**config.mk**
```make
export PLATFORM = sky130hd
export DESIGN_NAME = sd_response_fault_injector_flat
export DESIGN_NICKNAME = d
export VERILOG_FILES = /design/src/rtl/sdfi_pkg.sv /design/src/rtl/sdfi_if.sv /design/src/rtl/sdfi_ram.sv /design/src/rtl/sdfi_entry_unit.sv /design/src/rtl/sd_response_fault_injector.sv /design/src/flat_wrapper.sv
export SDC_FILE = /design/constraint.sdc
export NUM_CORES = 1
export LEC_CHECK = 0
export BUFFER_PORTS_ARGS = -buffer_cell sky130_fd_sc_hd__buf_2
export CORE_MARGIN = 2
export CORE_UTILIZATION = 55
export CTS_CLUSTER_SIZE = 28
export DETAILED_ROUTE_END_ITERATION = 12
export PLACE_DENSITY = 0.78
export RECOVER_POWER = 50
export SYNTH_ARGS = -nofsm -noshare
export SYNTH_HDL_FRONTEND = slang
export SYNTH_SLANG_ARGS = --single-unit
```
**constraint.sdc**
```tcl
create_clock -name clk_i -period 7.6 [get_ports clk_i]
set_input_delay 1.52 -clock clk_i [delete_from_list [all_inputs] [get_ports clk_i]]
set_output_delay 1.52 -clock clk_i [all_outputs]
set_load 0.005 [all_outputs]
```
**src/rtl/sdfi_pkg.sv**
```systemverilog
// Package for the SD response fault injector.
// Holds the table entry type, status codes and shared constants.
// No dependencies.
`timescale 1ns / 1ps

package sdfi_pkg;

  // Default number of fault table entries
  localparam int SDFI_TABLE_ENTRIES = 32;

  // Response geometry: four 32-bit words, sixteen bytes, 128 bits
  localparam int SDFI_RESP_BYTES = 16;
  localparam int SDFI_RESP_BITS  = 8 * SDFI_RESP_BYTES;

  // Command codes
  localparam logic CMD_INSTALL  = 1'b0;
  localparam logic CMD_RESPONSE = 1'b1;

  // Status codes
  localparam logic [1:0] STATUS_OK      = 2'd0;
  localparam logic [1:0] STATUS_INVALID = 2'd1;
  localparam logic [1:0] STATUS_FULL    = 2'd2;

  // One fault table entry as kept in the entry memory
  typedef struct packed {
    logic [5:0] opcode;
    logic [4:0] byte_position;
    logic [7:0] byte_value;
    logic [7:0] bit_position;
    logic       bit_value;
  } entry_t;

  // Compare results of one entry against the current word
  typedef struct packed {
    logic op_hit;    // valid entry with the same opcode
    logic inst_hit;  // valid entry that an install overwrites
    logic free;      // entry not in use
  } entry_match_t;

endpackage

```
**src/rtl/sdfi_if.sv**
```systemverilog
// Channel interfaces of the SD response fault injector.
// Valid/ready handshake with request and result payloads.
// Depends on nothing.
`timescale 1ns / 1ps

interface sdfi_in_if;
  logic              valid;
  logic              ready;
  logic              command;
  logic [5:0]        opcode;
  logic [31:0]       response_word0;
  logic [31:0]       response_word1;
  logic [31:0]       response_word2;
  logic [31:0]       response_word3;
  logic signed [4:0] byte_position;
  logic [7:0]        byte_value;
  logic signed [7:0] bit_position;
  logic              bit_value;

  modport source (
    output valid, command, opcode, response_word0, response_word1, response_word2,
           response_word3, byte_position, byte_value, bit_position, bit_value,
    input  ready
  );
  modport sink (
    input  valid, command, opcode, response_word0, response_word1, response_word2,
           response_word3, byte_position, byte_value, bit_position, bit_value,
    output ready
  );
endinterface

interface sdfi_out_if;
  logic        valid;
  logic        ready;
  logic [1:0]  status;
  logic [31:0] result_word0;
  logic [31:0] result_word1;
  logic [31:0] result_word2;
  logic [31:0] result_word3;

  modport source (
    output valid, status, result_word0, result_word1, result_word2, result_word3,
    input  ready
  );
  modport sink (
    input  valid, status, result_word0, result_word1, result_word2, result_word3,
    output ready
  );
endinterface

```
**src/rtl/sdfi_ram.sv**
```systemverilog
// Generic single write port, single read port RAM with registered read.
// Used for the fault entry table. No dependencies.
`timescale 1ns / 1ps

module sdfi_ram #(
  parameter int WIDTH = 8,
  parameter int DEPTH = 32,
  localparam int AddrW = (DEPTH > 1) ? $clog2(DEPTH) : 1
) (
  input  logic             clk_i,
  input  logic             we_i,
  input  logic [AddrW-1:0] waddr_i,
  input  logic [WIDTH-1:0] wdata_i,
  input  logic [AddrW-1:0] raddr_i,
  output logic [WIDTH-1:0] rdata_o
);

  logic [WIDTH-1:0] mem_q [DEPTH];
  logic [WIDTH-1:0] rdata_q;

  // Write port
  always_ff @(posedge clk_i) begin
    if (we_i) begin
      mem_q[waddr_i] <= wdata_i;
    end
  end

  // Registered read port
  always_ff @(posedge clk_i) begin
    rdata_q <= mem_q[raddr_i];
  end

  assign rdata_o = rdata_q;

endmodule

```
**src/rtl/sdfi_entry_unit.sv**
```systemverilog
// Shared entry unit: compares one table entry against the current word
// and applies its byte write and bit force to the response. Uses sdfi_pkg.
`timescale 1ns / 1ps

module sdfi_entry_unit
  import sdfi_pkg::*;
(
  input  entry_t                    entry_i,
  input  logic                      entry_valid_i,
  input  logic [5:0]                opcode_i,
  input  logic [4:0]                byte_position_i,
  input  logic [7:0]                bit_position_i,
  input  logic [SDFI_RESP_BITS-1:0] words_i,
  output entry_match_t              match_o,
  output logic [SDFI_RESP_BITS-1:0] words_o
);

  logic                      op_eq;
  logic                      byte_present;
  logic                      bit_present;
  logic [SDFI_RESP_BITS-1:0] byte_done;

  assign op_eq        = entry_valid_i && (entry_i.opcode == opcode_i);
  assign byte_present = !entry_i.byte_position[4];
  assign bit_present  = !entry_i.bit_position[7];

  // Compare against the install word; a present offset only equals a present one
  always_comb begin
    match_o.op_hit   = op_eq;
    match_o.free     = !entry_valid_i;
    match_o.inst_hit = op_eq &&
                       ((!bit_position_i[7] && (entry_i.bit_position == bit_position_i)) ||
                        (!byte_position_i[4] && (entry_i.byte_position == byte_position_i)));
  end

  // Overwrite the addressed byte
  always_comb begin
    byte_done = words_i;
    for (int k = 0; k < SDFI_RESP_BYTES; k++) begin
      if (byte_present && (entry_i.byte_position[3:0] == 4'(k))) begin
        byte_done[8*k +: 8] = entry_i.byte_value;
      end
    end
  end

  // Then force the addressed bit
  always_comb begin
    words_o = byte_done;
    for (int j = 0; j < SDFI_RESP_BITS; j++) begin
      if (bit_present && (entry_i.bit_position[6:0] == 7'(j))) begin
        words_o[j] = entry_i.bit_value;
      end
    end
  end

endmodule

```
**src/rtl/sd_response_fault_injector.sv**
```systemverilog
// Top level of the SD response fault injector.
// Uses sdfi_pkg, sdfi_if, sdfi_ram and sdfi_entry_unit.
`timescale 1ns / 1ps

// After acceptance, the sequencer reads the fault table one entry per cycle
// through the single read port of the entry memory and runs each entry
// through one shared compare and patch unit. The block takes a new word only
// when the sequencer is idle; a finished result waits in the output register
// while the next word is accepted. The sequencer holds in its finish state
// while the previous result still sits unread in the output register. Entry
// valid bits sit in flip-flops cleared by reset, so no clearing pass is
// needed. Install words report ok, invalid (no offset given) or table full,
// with zero result words; response words return the patched response with
// ok status.
module sd_response_fault_injector
  import sdfi_pkg::*;
#(
  parameter int TABLE_ENTRIES = SDFI_TABLE_ENTRIES
) (
  input  logic       clk_i,
  input  logic       rst_ni,
  sdfi_in_if.sink    in_i,
  sdfi_out_if.source out_o
);

  localparam int IdxW = (TABLE_ENTRIES > 1) ? $clog2(TABLE_ENTRIES) : 1;
  localparam int CntW = $clog2(TABLE_ENTRIES + 1);

  localparam logic [1:0] ST_IDLE = 2'd0;
  localparam logic [1:0] ST_SCAN = 2'd1;
  localparam logic [1:0] ST_FIN  = 2'd2;

  logic [1:0]                state_q, state_d;
  logic [CntW-1:0]           cnt_q, cnt_d;
  logic                      pend_q, pend_d;
  logic [IdxW-1:0]           pidx_q, pidx_d;
  logic [TABLE_ENTRIES-1:0]  valid_q, valid_d;

  logic                      cmd_q;
  logic [5:0]                op_q;
  logic [4:0]                bpos_q;
  logic [7:0]                bval_q;
  logic [7:0]                tpos_q;
  logic                      tval_q;
  logic [SDFI_RESP_BITS-1:0] acc_q, acc_d;
  logic                      hit_q, hit_d;
  logic [IdxW-1:0]           hit_idx_q, hit_idx_d;
  logic                      free_q, free_d;
  logic [IdxW-1:0]           free_idx_q, free_idx_d;

  logic                      out_valid_q, out_valid_d;
  logic [1:0]                out_status_q, out_status_d;
  logic [SDFI_RESP_BITS-1:0] out_words_q, out_words_d;

  logic                      accept;
  logic                      fin_go;
  logic                      invalid;
  logic                      ram_we;
  logic [IdxW-1:0]           ram_waddr;
  entry_t                    ram_wdata;
  entry_t                    ram_rdata;
  entry_match_t              match;
  logic [SDFI_RESP_BITS-1:0] patched;

  assign accept  = in_i.valid && in_i.ready;
  assign invalid = bpos_q[4] && tpos_q[7];
  assign fin_go  = (state_q == ST_FIN) && (!out_valid_q || out_o.ready);

  assign in_i.ready = (state_q == ST_IDLE);

  // Entry memory: scan read, install write
  assign ram_we    = fin_go && (cmd_q == CMD_INSTALL) && !invalid && (hit_q || free_q);
  assign ram_waddr = hit_q ? hit_idx_q : free_idx_q;
  assign ram_wdata = '{opcode: op_q, byte_position: bpos_q, byte_value: bval_q,
                       bit_position: tpos_q, bit_value: tval_q};

  sdfi_ram #(
    .WIDTH($bits(entry_t)),
    .DEPTH(TABLE_ENTRIES)
  ) u_ram (
    .clk_i  (clk_i),
    .we_i   (ram_we),
    .waddr_i(ram_waddr),
    .wdata_i(ram_wdata),
    .raddr_i(cnt_q[IdxW-1:0]),
    .rdata_o(ram_rdata)
  );

  sdfi_entry_unit u_unit (
    .entry_i        (ram_rdata),
    .entry_valid_i  (valid_q[pidx_q]),
    .opcode_i       (op_q),
    .byte_position_i(bpos_q),
    .bit_position_i (tpos_q),
    .words_i        (acc_q),
    .match_o        (match),
    .words_o        (patched)
  );

  // Sequencer: issue one read per cycle, process the entry read last cycle
  always_comb begin
    state_d    = state_q;
    cnt_d      = cnt_q;
    pend_d     = 1'b0;
    pidx_d     = pidx_q;
    acc_d      = acc_q;
    hit_d      = hit_q;
    hit_idx_d  = hit_idx_q;
    free_d     = free_q;
    free_idx_d = free_idx_q;
    case (state_q)
      ST_IDLE: begin
        if (accept) begin
          state_d = ST_SCAN;
          cnt_d   = '0;
          hit_d   = 1'b0;
          free_d  = 1'b0;
          if (in_i.command == CMD_RESPONSE) begin
            acc_d = {in_i.response_word3, in_i.response_word2,
                     in_i.response_word1, in_i.response_word0};
          end else begin
            acc_d = '0;
          end
        end
      end
      ST_SCAN: begin
        if (cnt_q < CntW'(TABLE_ENTRIES)) begin
          pend_d = 1'b1;
          pidx_d = cnt_q[IdxW-1:0];
          cnt_d  = cnt_q + 1'b1;
        end else if (!pend_q) begin
          state_d = ST_FIN;
        end
        // Fold in the entry that arrived this cycle
        if (pend_q) begin
          if (cmd_q == CMD_RESPONSE) begin
            if (match.op_hit) begin
              acc_d = patched;
            end
          end else begin
            if (match.inst_hit && !hit_q) begin
              hit_d     = 1'b1;
              hit_idx_d = pidx_q;
            end
            if (match.free && !free_q) begin
              free_d     = 1'b1;
              free_idx_d = pidx_q;
            end
          end
        end
      end
      ST_FIN: begin
        if (fin_go) begin
          state_d = ST_IDLE;
        end
      end
      default: begin
        state_d = ST_IDLE;
      end
    endcase
  end

  // Mark the installed entry in use
  always_comb begin
    valid_d = valid_q;
    if (ram_we) begin
      valid_d[ram_waddr] = 1'b1;
    end
  end

  // Output register: load on finish, drop when taken
  always_comb begin
    out_valid_d  = out_valid_q;
    out_status_d = out_status_q;
    out_words_d  = out_words_q;
    if (out_valid_q && out_o.ready) begin
      out_valid_d = 1'b0;
    end
    if (fin_go) begin
      out_valid_d = 1'b1;
      out_words_d = acc_q;
      if (cmd_q == CMD_RESPONSE) begin
        out_status_d = STATUS_OK;
      end else if (invalid) begin
        out_status_d = STATUS_INVALID;
      end else if (hit_q || free_q) begin
        out_status_d = STATUS_OK;
      end else begin
        out_status_d = STATUS_FULL;
      end
    end
  end

  // Control state
  always_ff @(posedge clk_i or negedge rst_ni) begin
    if (!rst_ni) begin
      state_q     <= ST_IDLE;
      cnt_q       <= '0;
      pend_q      <= 1'b0;
      valid_q     <= '0;
      out_valid_q <= 1'b0;
      hit_q       <= 1'b0;
      free_q      <= 1'b0;
    end else begin
      state_q     <= state_d;
      cnt_q       <= cnt_d;
      pend_q      <= pend_d;
      valid_q     <= valid_d;
      out_valid_q <= out_valid_d;
      hit_q       <= hit_d;
      free_q      <= free_d;
    end
  end

  // Word payload and working registers
  always_ff @(posedge clk_i) begin
    if (accept) begin
      cmd_q  <= in_i.command;
      op_q   <= in_i.opcode;
      bpos_q <= in_i.byte_position;
      bval_q <= in_i.byte_value;
      tpos_q <= in_i.bit_position;
      tval_q <= in_i.bit_value;
    end
    pidx_q       <= pidx_d;
    acc_q        <= acc_d;
    hit_idx_q    <= hit_idx_d;
    free_idx_q   <= free_idx_d;
    out_status_q <= out_status_d;
    out_words_q  <= out_words_d;
  end

  assign out_o.valid        = out_valid_q;
  assign out_o.status       = out_status_q;
  assign out_o.result_word0 = out_words_q[31:0];
  assign out_o.result_word1 = out_words_q[63:32];
  assign out_o.result_word2 = out_words_q[95:64];
  assign out_o.result_word3 = out_words_q[127:96];

endmodule

```
**src/flat_wrapper.sv**
```systemverilog
// flat-port wrapper written by rule: the top's interface ports become plain ports
module sd_response_fault_injector_flat import sdfi_pkg::*;
#(
  parameter int TABLE_ENTRIES = SDFI_TABLE_ENTRIES
)
  (clk_i, rst_ni, in_i_valid, in_i_command, in_i_opcode, in_i_response_word0, in_i_response_word1, in_i_response_word2, in_i_response_word3, in_i_byte_position, in_i_byte_value, in_i_bit_position, in_i_bit_value, in_i_ready, out_o_valid, out_o_status, out_o_result_word0, out_o_result_word1, out_o_result_word2, out_o_result_word3, out_o_ready);
  sdfi_in_if in_i_i ();
  sdfi_out_if out_o_i ();
  input  logic clk_i;
  input  logic rst_ni;
  input wire logic [$bits(in_i_i.valid)-1:0] in_i_valid;
  input wire logic [$bits(in_i_i.command)-1:0] in_i_command;
  input wire logic [$bits(in_i_i.opcode)-1:0] in_i_opcode;
  input wire logic [$bits(in_i_i.response_word0)-1:0] in_i_response_word0;
  input wire logic [$bits(in_i_i.response_word1)-1:0] in_i_response_word1;
  input wire logic [$bits(in_i_i.response_word2)-1:0] in_i_response_word2;
  input wire logic [$bits(in_i_i.response_word3)-1:0] in_i_response_word3;
  input wire logic [$bits(in_i_i.byte_position)-1:0] in_i_byte_position;
  input wire logic [$bits(in_i_i.byte_value)-1:0] in_i_byte_value;
  input wire logic [$bits(in_i_i.bit_position)-1:0] in_i_bit_position;
  input wire logic [$bits(in_i_i.bit_value)-1:0] in_i_bit_value;
  output wire logic [$bits(in_i_i.ready)-1:0] in_i_ready;
  output wire logic [$bits(out_o_i.valid)-1:0] out_o_valid;
  output wire logic [$bits(out_o_i.status)-1:0] out_o_status;
  output wire logic [$bits(out_o_i.result_word0)-1:0] out_o_result_word0;
  output wire logic [$bits(out_o_i.result_word1)-1:0] out_o_result_word1;
  output wire logic [$bits(out_o_i.result_word2)-1:0] out_o_result_word2;
  output wire logic [$bits(out_o_i.result_word3)-1:0] out_o_result_word3;
  input wire logic [$bits(out_o_i.ready)-1:0] out_o_ready;
  assign in_i_i.valid = in_i_valid;
  assign in_i_i.command = in_i_command;
  assign in_i_i.opcode = in_i_opcode;
  assign in_i_i.response_word0 = in_i_response_word0;
  assign in_i_i.response_word1 = in_i_response_word1;
  assign in_i_i.response_word2 = in_i_response_word2;
  assign in_i_i.response_word3 = in_i_response_word3;
  assign in_i_i.byte_position = in_i_byte_position;
  assign in_i_i.byte_value = in_i_byte_value;
  assign in_i_i.bit_position = in_i_bit_position;
  assign in_i_i.bit_value = in_i_bit_value;
  assign in_i_ready = in_i_i.ready;
  assign out_o_valid = out_o_i.valid;
  assign out_o_status = out_o_i.status;
  assign out_o_result_word0 = out_o_i.result_word0;
  assign out_o_result_word1 = out_o_i.result_word1;
  assign out_o_result_word2 = out_o_i.result_word2;
  assign out_o_result_word3 = out_o_i.result_word3;
  assign out_o_i.ready = out_o_ready;
  sd_response_fault_injector #(.TABLE_ENTRIES(TABLE_ENTRIES)) u_core (.clk_i(clk_i), .rst_ni(rst_ni), .in_i(in_i_i), .out_o(out_o_i));
endmodule
```
======== Word-level counts from Yosys, hierarchy flattened ========
Memory sizes are Yosys's and may differ from the RTL's. A register that Yosys moved wholly into a read port is not among the register bits.
Cells that the tools add are included.
storage, ports and cells
  register bits after elaboration ......... 346
  RAM bits ................................ 896
  bits of input ports ..................... 161
  output and inout port bits .............. 132
  logic and storage cells ................. 932
  memories ................................ 1
operators by class
  $add $sub $neg .......................... 1
  order comparisons ....................... 4
  eq/ne operators ......................... 286
  mux-type cells .......................... 180
  bitwise operators ....................... 2
  reduce and logical (&&, ||, !) cells .... 311
memories
  name                depth  bits a word  rd ports  clocked after memory_dff  write ports  RTL line        RTL
  u_core.u_ram.mem_q  32     28           1         1                         1            sdfi_ram.sv:18  logic [WIDTH-1:0] mem_q [DEPTH];
operators by type and width
  cell                                                                      count
  6-bit AND reduction                                                       128
  128-bit 2-to-1 mux                                                        5
  7-bit == test (second input constant)                                     64
  3-bit inequality test (second input constant)                             128
  128-bit case mux with 2 select lines                                      1
  7-bit by 6-bit == test with 1-bit output (second input constant)          32
  1-bit logical AND                                                         158
  1-bit 2-to-1 mux                                                          144
  8-bit 2-to-1 mux                                                          16
  7-bit by 5-bit == test with 1-bit output (second input constant)          16
  7-bit by 4-bit == test with 1-bit output (second input constant)          8
  4-bit == test (second input constant)                                     8
  32-bit bitwise OR                                                         1
  7-bit by 3-bit == test with 1-bit output (second input constant)          4
  4-bit by 3-bit == test with 1-bit output (second input constant)          4
  7-bit by 2-bit == test with 1-bit output (second input constant)          2
  5-bit by 6-bit < comparator with 1-bit output (second input constant)     2
  6-bit 2-to-1 mux                                                          2
  2-bit by 1-bit inequality test with 1-bit output (second input constant)  6
  6-bit case mux with 2 select lines                                        1
  4-bit AND reduction                                                       3
  2-bit 2-to-1 mux                                                          5
  2-bit inequality test (second input constant)                             5
  5-bit AND reduction                                                       2
  26 further kinds                                                          39

======== Longest topological paths before layout ========
  word-level depth ........................ 9
  depth in mapped cells ................... 10
  gate-level depth less buffers ........... 5

======== Modules after synthesis ========
From an unflattened synthesis, not the netlist that was laid out.
second synthesis, totals
  cell total of the unflattened synthesis .. 3,682
  area, all modules ....................... 52,596.7 sq um
by module, submodules not included
  module                      times used  cells each  area an instance (sq um)  seq. area each (sq um)
  sdfi_ram                    1           1,984       35,447.7                  27,466.3
  sd_response_fault_injector  1           923         13,003.7                  10,169.8
  sdfi_entry_unit             1           775         4,145.2                   0.0

======== Worst setup path after synthesis ========
No wires, ideal clock.
  kind .................................... input port to flip-flop
  from .................................... input out_o_ready
  to ...................................... register u_core.out_status_q[0] (netlist: u_core.out_o.status[0]) (enable)
  library setup time ...................... 635 ps
  arrival ................................. 7,387 ps
  required time ........................... 6,965 ps
  slack ................................... -423 ps
  stages on the path ...................... 2
  path buffers ............................ 0
  cell sequence ........................... nand2b_1 > nor2b_1
between the ends
  cells in the longest elaborated chain, start to end .. 2
RTL lines
  element               RTL line                           RTL
  start, declared       flat_wrapper.sv:29                 input wire logic [$bits(out_o_i.ready)-1:0] out_o_ready;
  1-bit logical OR      sd_response_fault_injector.sv:67   assign fin_go = (state_q == ST_FIN) && (!out_valid_q || out_o.ready);
  1-bit logical AND     sd_response_fault_injector.sv:67
  via u_core.fin_go     sd_response_fault_injector.sv:56   logic fin_go;
  end signal, assigned  sd_response_fault_injector.sv:229  out_status_q <= out_status_d;
  end, declared         sd_response_fault_injector.sv:52   logic [1:0] out_status_q, out_status_d;
The timed path passes the listed nets, and every way through them passes these cells.
A chain may end at the register's enable or synchronous reset.

======== Final worst setup path ========
  from .................................... input in_i_valid
  to ...................................... register u_core.cnt_q[0]
between the ends
  cells in the longest elaborated chain, start to end .. 3
RTL lines
  element                          RTL line                           RTL
  start, declared                  flat_wrapper.sv:11                 input wire logic [$bits(in_i_i.valid)-1:0] in_i_valid;
  1-bit logical AND                sd_response_fault_injector.sv:65   assign accept = in_i.valid && in_i.ready;
  via u_core.accept                sd_response_fault_injector.sv:55   logic accept;
  2-bit inequality test (no line)  --
  3-bit AND reduction (no line)    --
  end signal, assigned             sd_response_fault_injector.sv:206  cnt_q <= cnt_d;
  end, declared                    sd_response_fault_injector.sv:34   logic [CntW-1:0] cnt_q, cnt_d;
The timed path passes the listed nets, and every way through them passes these cells.

==> flow_summary.ini <==
[placement]
dp_slack_ps = 2650
place_hpwl_mm = 87.5
gp_congestion = 0.927
numPortBuffers = 292

[synth]
synth_top_cell_area_share_pct = 68.6
synth_warnings = 0
netlist_area_um2 = 52400
synth_cell_types = 50
synth-seq-cells = 1270
muxShareOfSynthArea_pct = 15.5
synth_compound_area_share_pct = 5.87
yosysMostFrequentCell = edfxtp_1
syn-instance-count = 2845
yosys.area.top_type = edfxtp_1
syn_nets = 3007
synth_top_family_by_area = multiplexers
yosys.area_share.simple_pct = 4.49
synth_edf_count = 1198
synth_commonest_cells = edfxtp_1 (1198), mux4_2 (277), clkbuf_1 (190)
synth_area_per_cell_um2 = 18.4
synth.area.top_cells = edfxtp_1 (69%), mux4_2 (12%), mux2i_1 (2.8%), a2111o_1 (2.7%), dfrtp_1 (2.1%)
synth-adder-area-share_pct = 0.0239
postSynth.asyncResetShare_pct = 3.46
synth-xor-area-share_pct = 0.334
synth_top_flop_cell = edfxtp_1
synth_seq_area_share_pct = 71.8

[clock_network]
htree_levels = 3
cts_root_buffer = clkbuf_16
clk_latency_ps = 720
cts_max_path_buffers = 3
cts_tree = yes
cts_setup_buffers = 0
cts_made_buffers = 120
cts_sinks = 1270
cts_resized = 0
path_clk_slew_ps = 60
cts_hold_buf = 0

[power_and_ir_drop]
comb_power_share_pct = 29.9
powerDensity_nw_per_um2 = 363
clkPwrFrac_pct = 28.4
cellLeakagePower_nw = 19.2
peakVddDrop_v = 0.000297
switching_power_w = 0.00729
intPower_w = 0.0142
swShare_pct = 34.0
p_seq_share_pct = 41.8

[route]
vias = 30300
firstDrtPassIters = 5
vias_per_cell = 6.81
wl_per_cell_um = 32.4
drt_iter0_markers = 4631
routed_wirelength_mm = 144
antenna_left = 0
drc = 0

[global_routing]
overflow = 0
grt_pass1_vias = 29700
grt_pass1_wl_mm = 207
track_usage_pct = 29.2
grt_max_degree = 122
antenna_found_initial = 11

[die]
rows = 113
start_util_pct = 55.3
ios = 293
core_area_um2 = 94700
die_h_um = 313
die_width_um = 313
dieArea_um2 = 97800

[sta]
worst_slew_pin_slew_ps = 4050
worst_hold_slack_ps = 417
hold_violations = 0
fmax_mhz = 187
skew_ps = 34.0
min_period_over_period_pct = 70.5
max_slew_margin_pct = -170
setup_violations = 0
setup_slack_ps = 2240
final_max_slew_viol_count = 1452
fin_tns_setup_ps = 0
finalCriticalPeriod_ps = 5360
rsz0062_at_grt = false

[setup_path]
r2r_slack_ps = 2510
rr_endpoint = u_core.u_ram.rdata_o[22]$_DFF_P_
r2r-start = u_core.cnt_q[2]$_DFFE_PN0P_
cp_max_fo = 51
worst_setup_path_end_kind = flop
criticalPathCategory = in -> reg
cp.arrival_ps = 5940
worst_ep_required_time_ps = 8180
worstSetupStartpointType = input pin
r2r_cells = 3

[layout]
area_delta_synth_final_pct = 12.7
n_fill_cell = 6419
drive_gt1_share_pct = 26.0
final_nets = 3241

[worst_hold_path]
hold_depth = 0
hold_path_end = u_core.out_words_q[108]$_DFFE_PP_
hold_start = u_core.acc_q[108]$_DFFE_PP_
holdCritPathClass = reg -> reg

[run_status]
violations = capacitance limit, slew limit
outcome = complete, but fails checks

[job]
drv_cap = 39
routing by layer:
layer,wire (um),track usage [%],up-vias
li1,-,-,12200
met2,68100,46.2,2205
met4,7290,12.8,16
met5,114,0,-
met1,52600,40.1,15500
met3,15900,5.50,388
power by group through the flow:
stage | registers (W) | logic (W) | clock network [W]
floorplan | 0.00854 | 0.00440 | 0
CTS | 0.00892 | 0.00621 | 0.00611
detailed placement | 0.00906 | 0.00613 | 0
finish | 0.00896 | 0.00641 | 0.00608
global route | 0.00897 | 0.00663 | 0.00637
global placement | 0.00903 | 0.00596 | 0
worst max-delay path by stage:
stage | cells after the start | from | endpoint
2_1_floorplan | 2 | out_o_ready | u_core.out_o.status[0]$_SDFFCE_PP0P_
3_3_place_gp | 5 | out_o_ready | u_core.u_ram.mem_q[26][11]$_DFFE_PP_
3_5_place_dp | 5 | out_o_ready | u_core.u_ram.mem_q[15][7]$_DFFE_PP_
4_1_cts | 5 | out_o_ready | u_core.u_ram.mem_q[15][0]$_DFFE_PP_
5_1_grt | 6 | in_i_valid | u_core.cnt_q[0]$_DFFE_PN0P_
6_report | 6 | in_i_valid | u_core.cnt_q[0]$_DFFE_PN0P_
kinds of logic after synthesis:
kind of cell	Yosys count
DFF	1270
muxes	458
AOI/OAI and AO/OA	437
and+or+nand+nor	412
buffers and inverters	247
xor gates and xnor gates	20
adders and majority gates	1
critical path, cell delays in order:
cell,delay [ps]
clkbuf_1,110
nand2_1,1040
inv_1,920
clkbuf_1,1620
nor2_1,320
mux2_2,390
cells in the final DEF, fill, tap and decap left out, types with 9 or more instances in the layout:
cell          n
clkbuf_8      9
clkbuf_1    111
buf_2       244
mux2_2       32
mux2i_1     146
bufinv_16    13
dfrtp_1      43
a21oi_1      16
clkbuf_16   120
clkinv_2     20
nor2_1       13
dfxtp_1      26
nand3_1     135
or2_2        16
o21ai_1      79
xnor2_1      13
nand3b_1     89
buf_4        26
o21ai_0     180
nand2_1      70
edfxtp_1   1198
clkinv_1     20
mux4_2      277
o21bai_1     16
nor2_4       32
a2111o_1    128
flip-flops by register name, indices dropped and copies added, names as in the netlist, 6 cells and up:
name / count
u_core.u_ram.rdata_o: 28
u_core.cnt_q: 6
u_core.out_words_q: 128
u_core.op_q: 6
u_core.valid_q: 32
u_core.tpos_q: 8
u_core.u_ram.mem_q: 896
u_core.acc_q: 128
u_core.bval_q: 8
area by class of cell:
type / count / area, um^2 / share of cell area [%]
flip-flops and latches: 1270 / 37600 / 63.7
multi-input cells: 1328 / 14100 / 23.8
clock buffers: 159 / 3240 / 5.48
repair buffers: 354 / 1760 / 2.98
well taps: 1265 / 1580 / 2.68
clock inverters: 68 / 768 / 1.30
inverters: 5 / 18.8 / 0.0318
diodes: 1 / 2.50 / 0.00423
metrics by stage:
stage / power, W / util, % / cell area, um^2 / std cells
2_1_floorplan: 0.0129 / - / 52400 / 2845
3_3_place_gp: 0.0150 / 58.4 / 55300 / 4222
3_5_place_dp: 0.0152 / 58.4 / 55300 / 4222
4_1_cts: 0.0212 / 62.6 / 59300 / 4449
5_1_grt: 0.0220 / 62.4 / 59100 / 4449
6_report: 0.0215 / 62.4 / 59100 / 4450
Note: power is estimated with default switching activity, not from simulation.
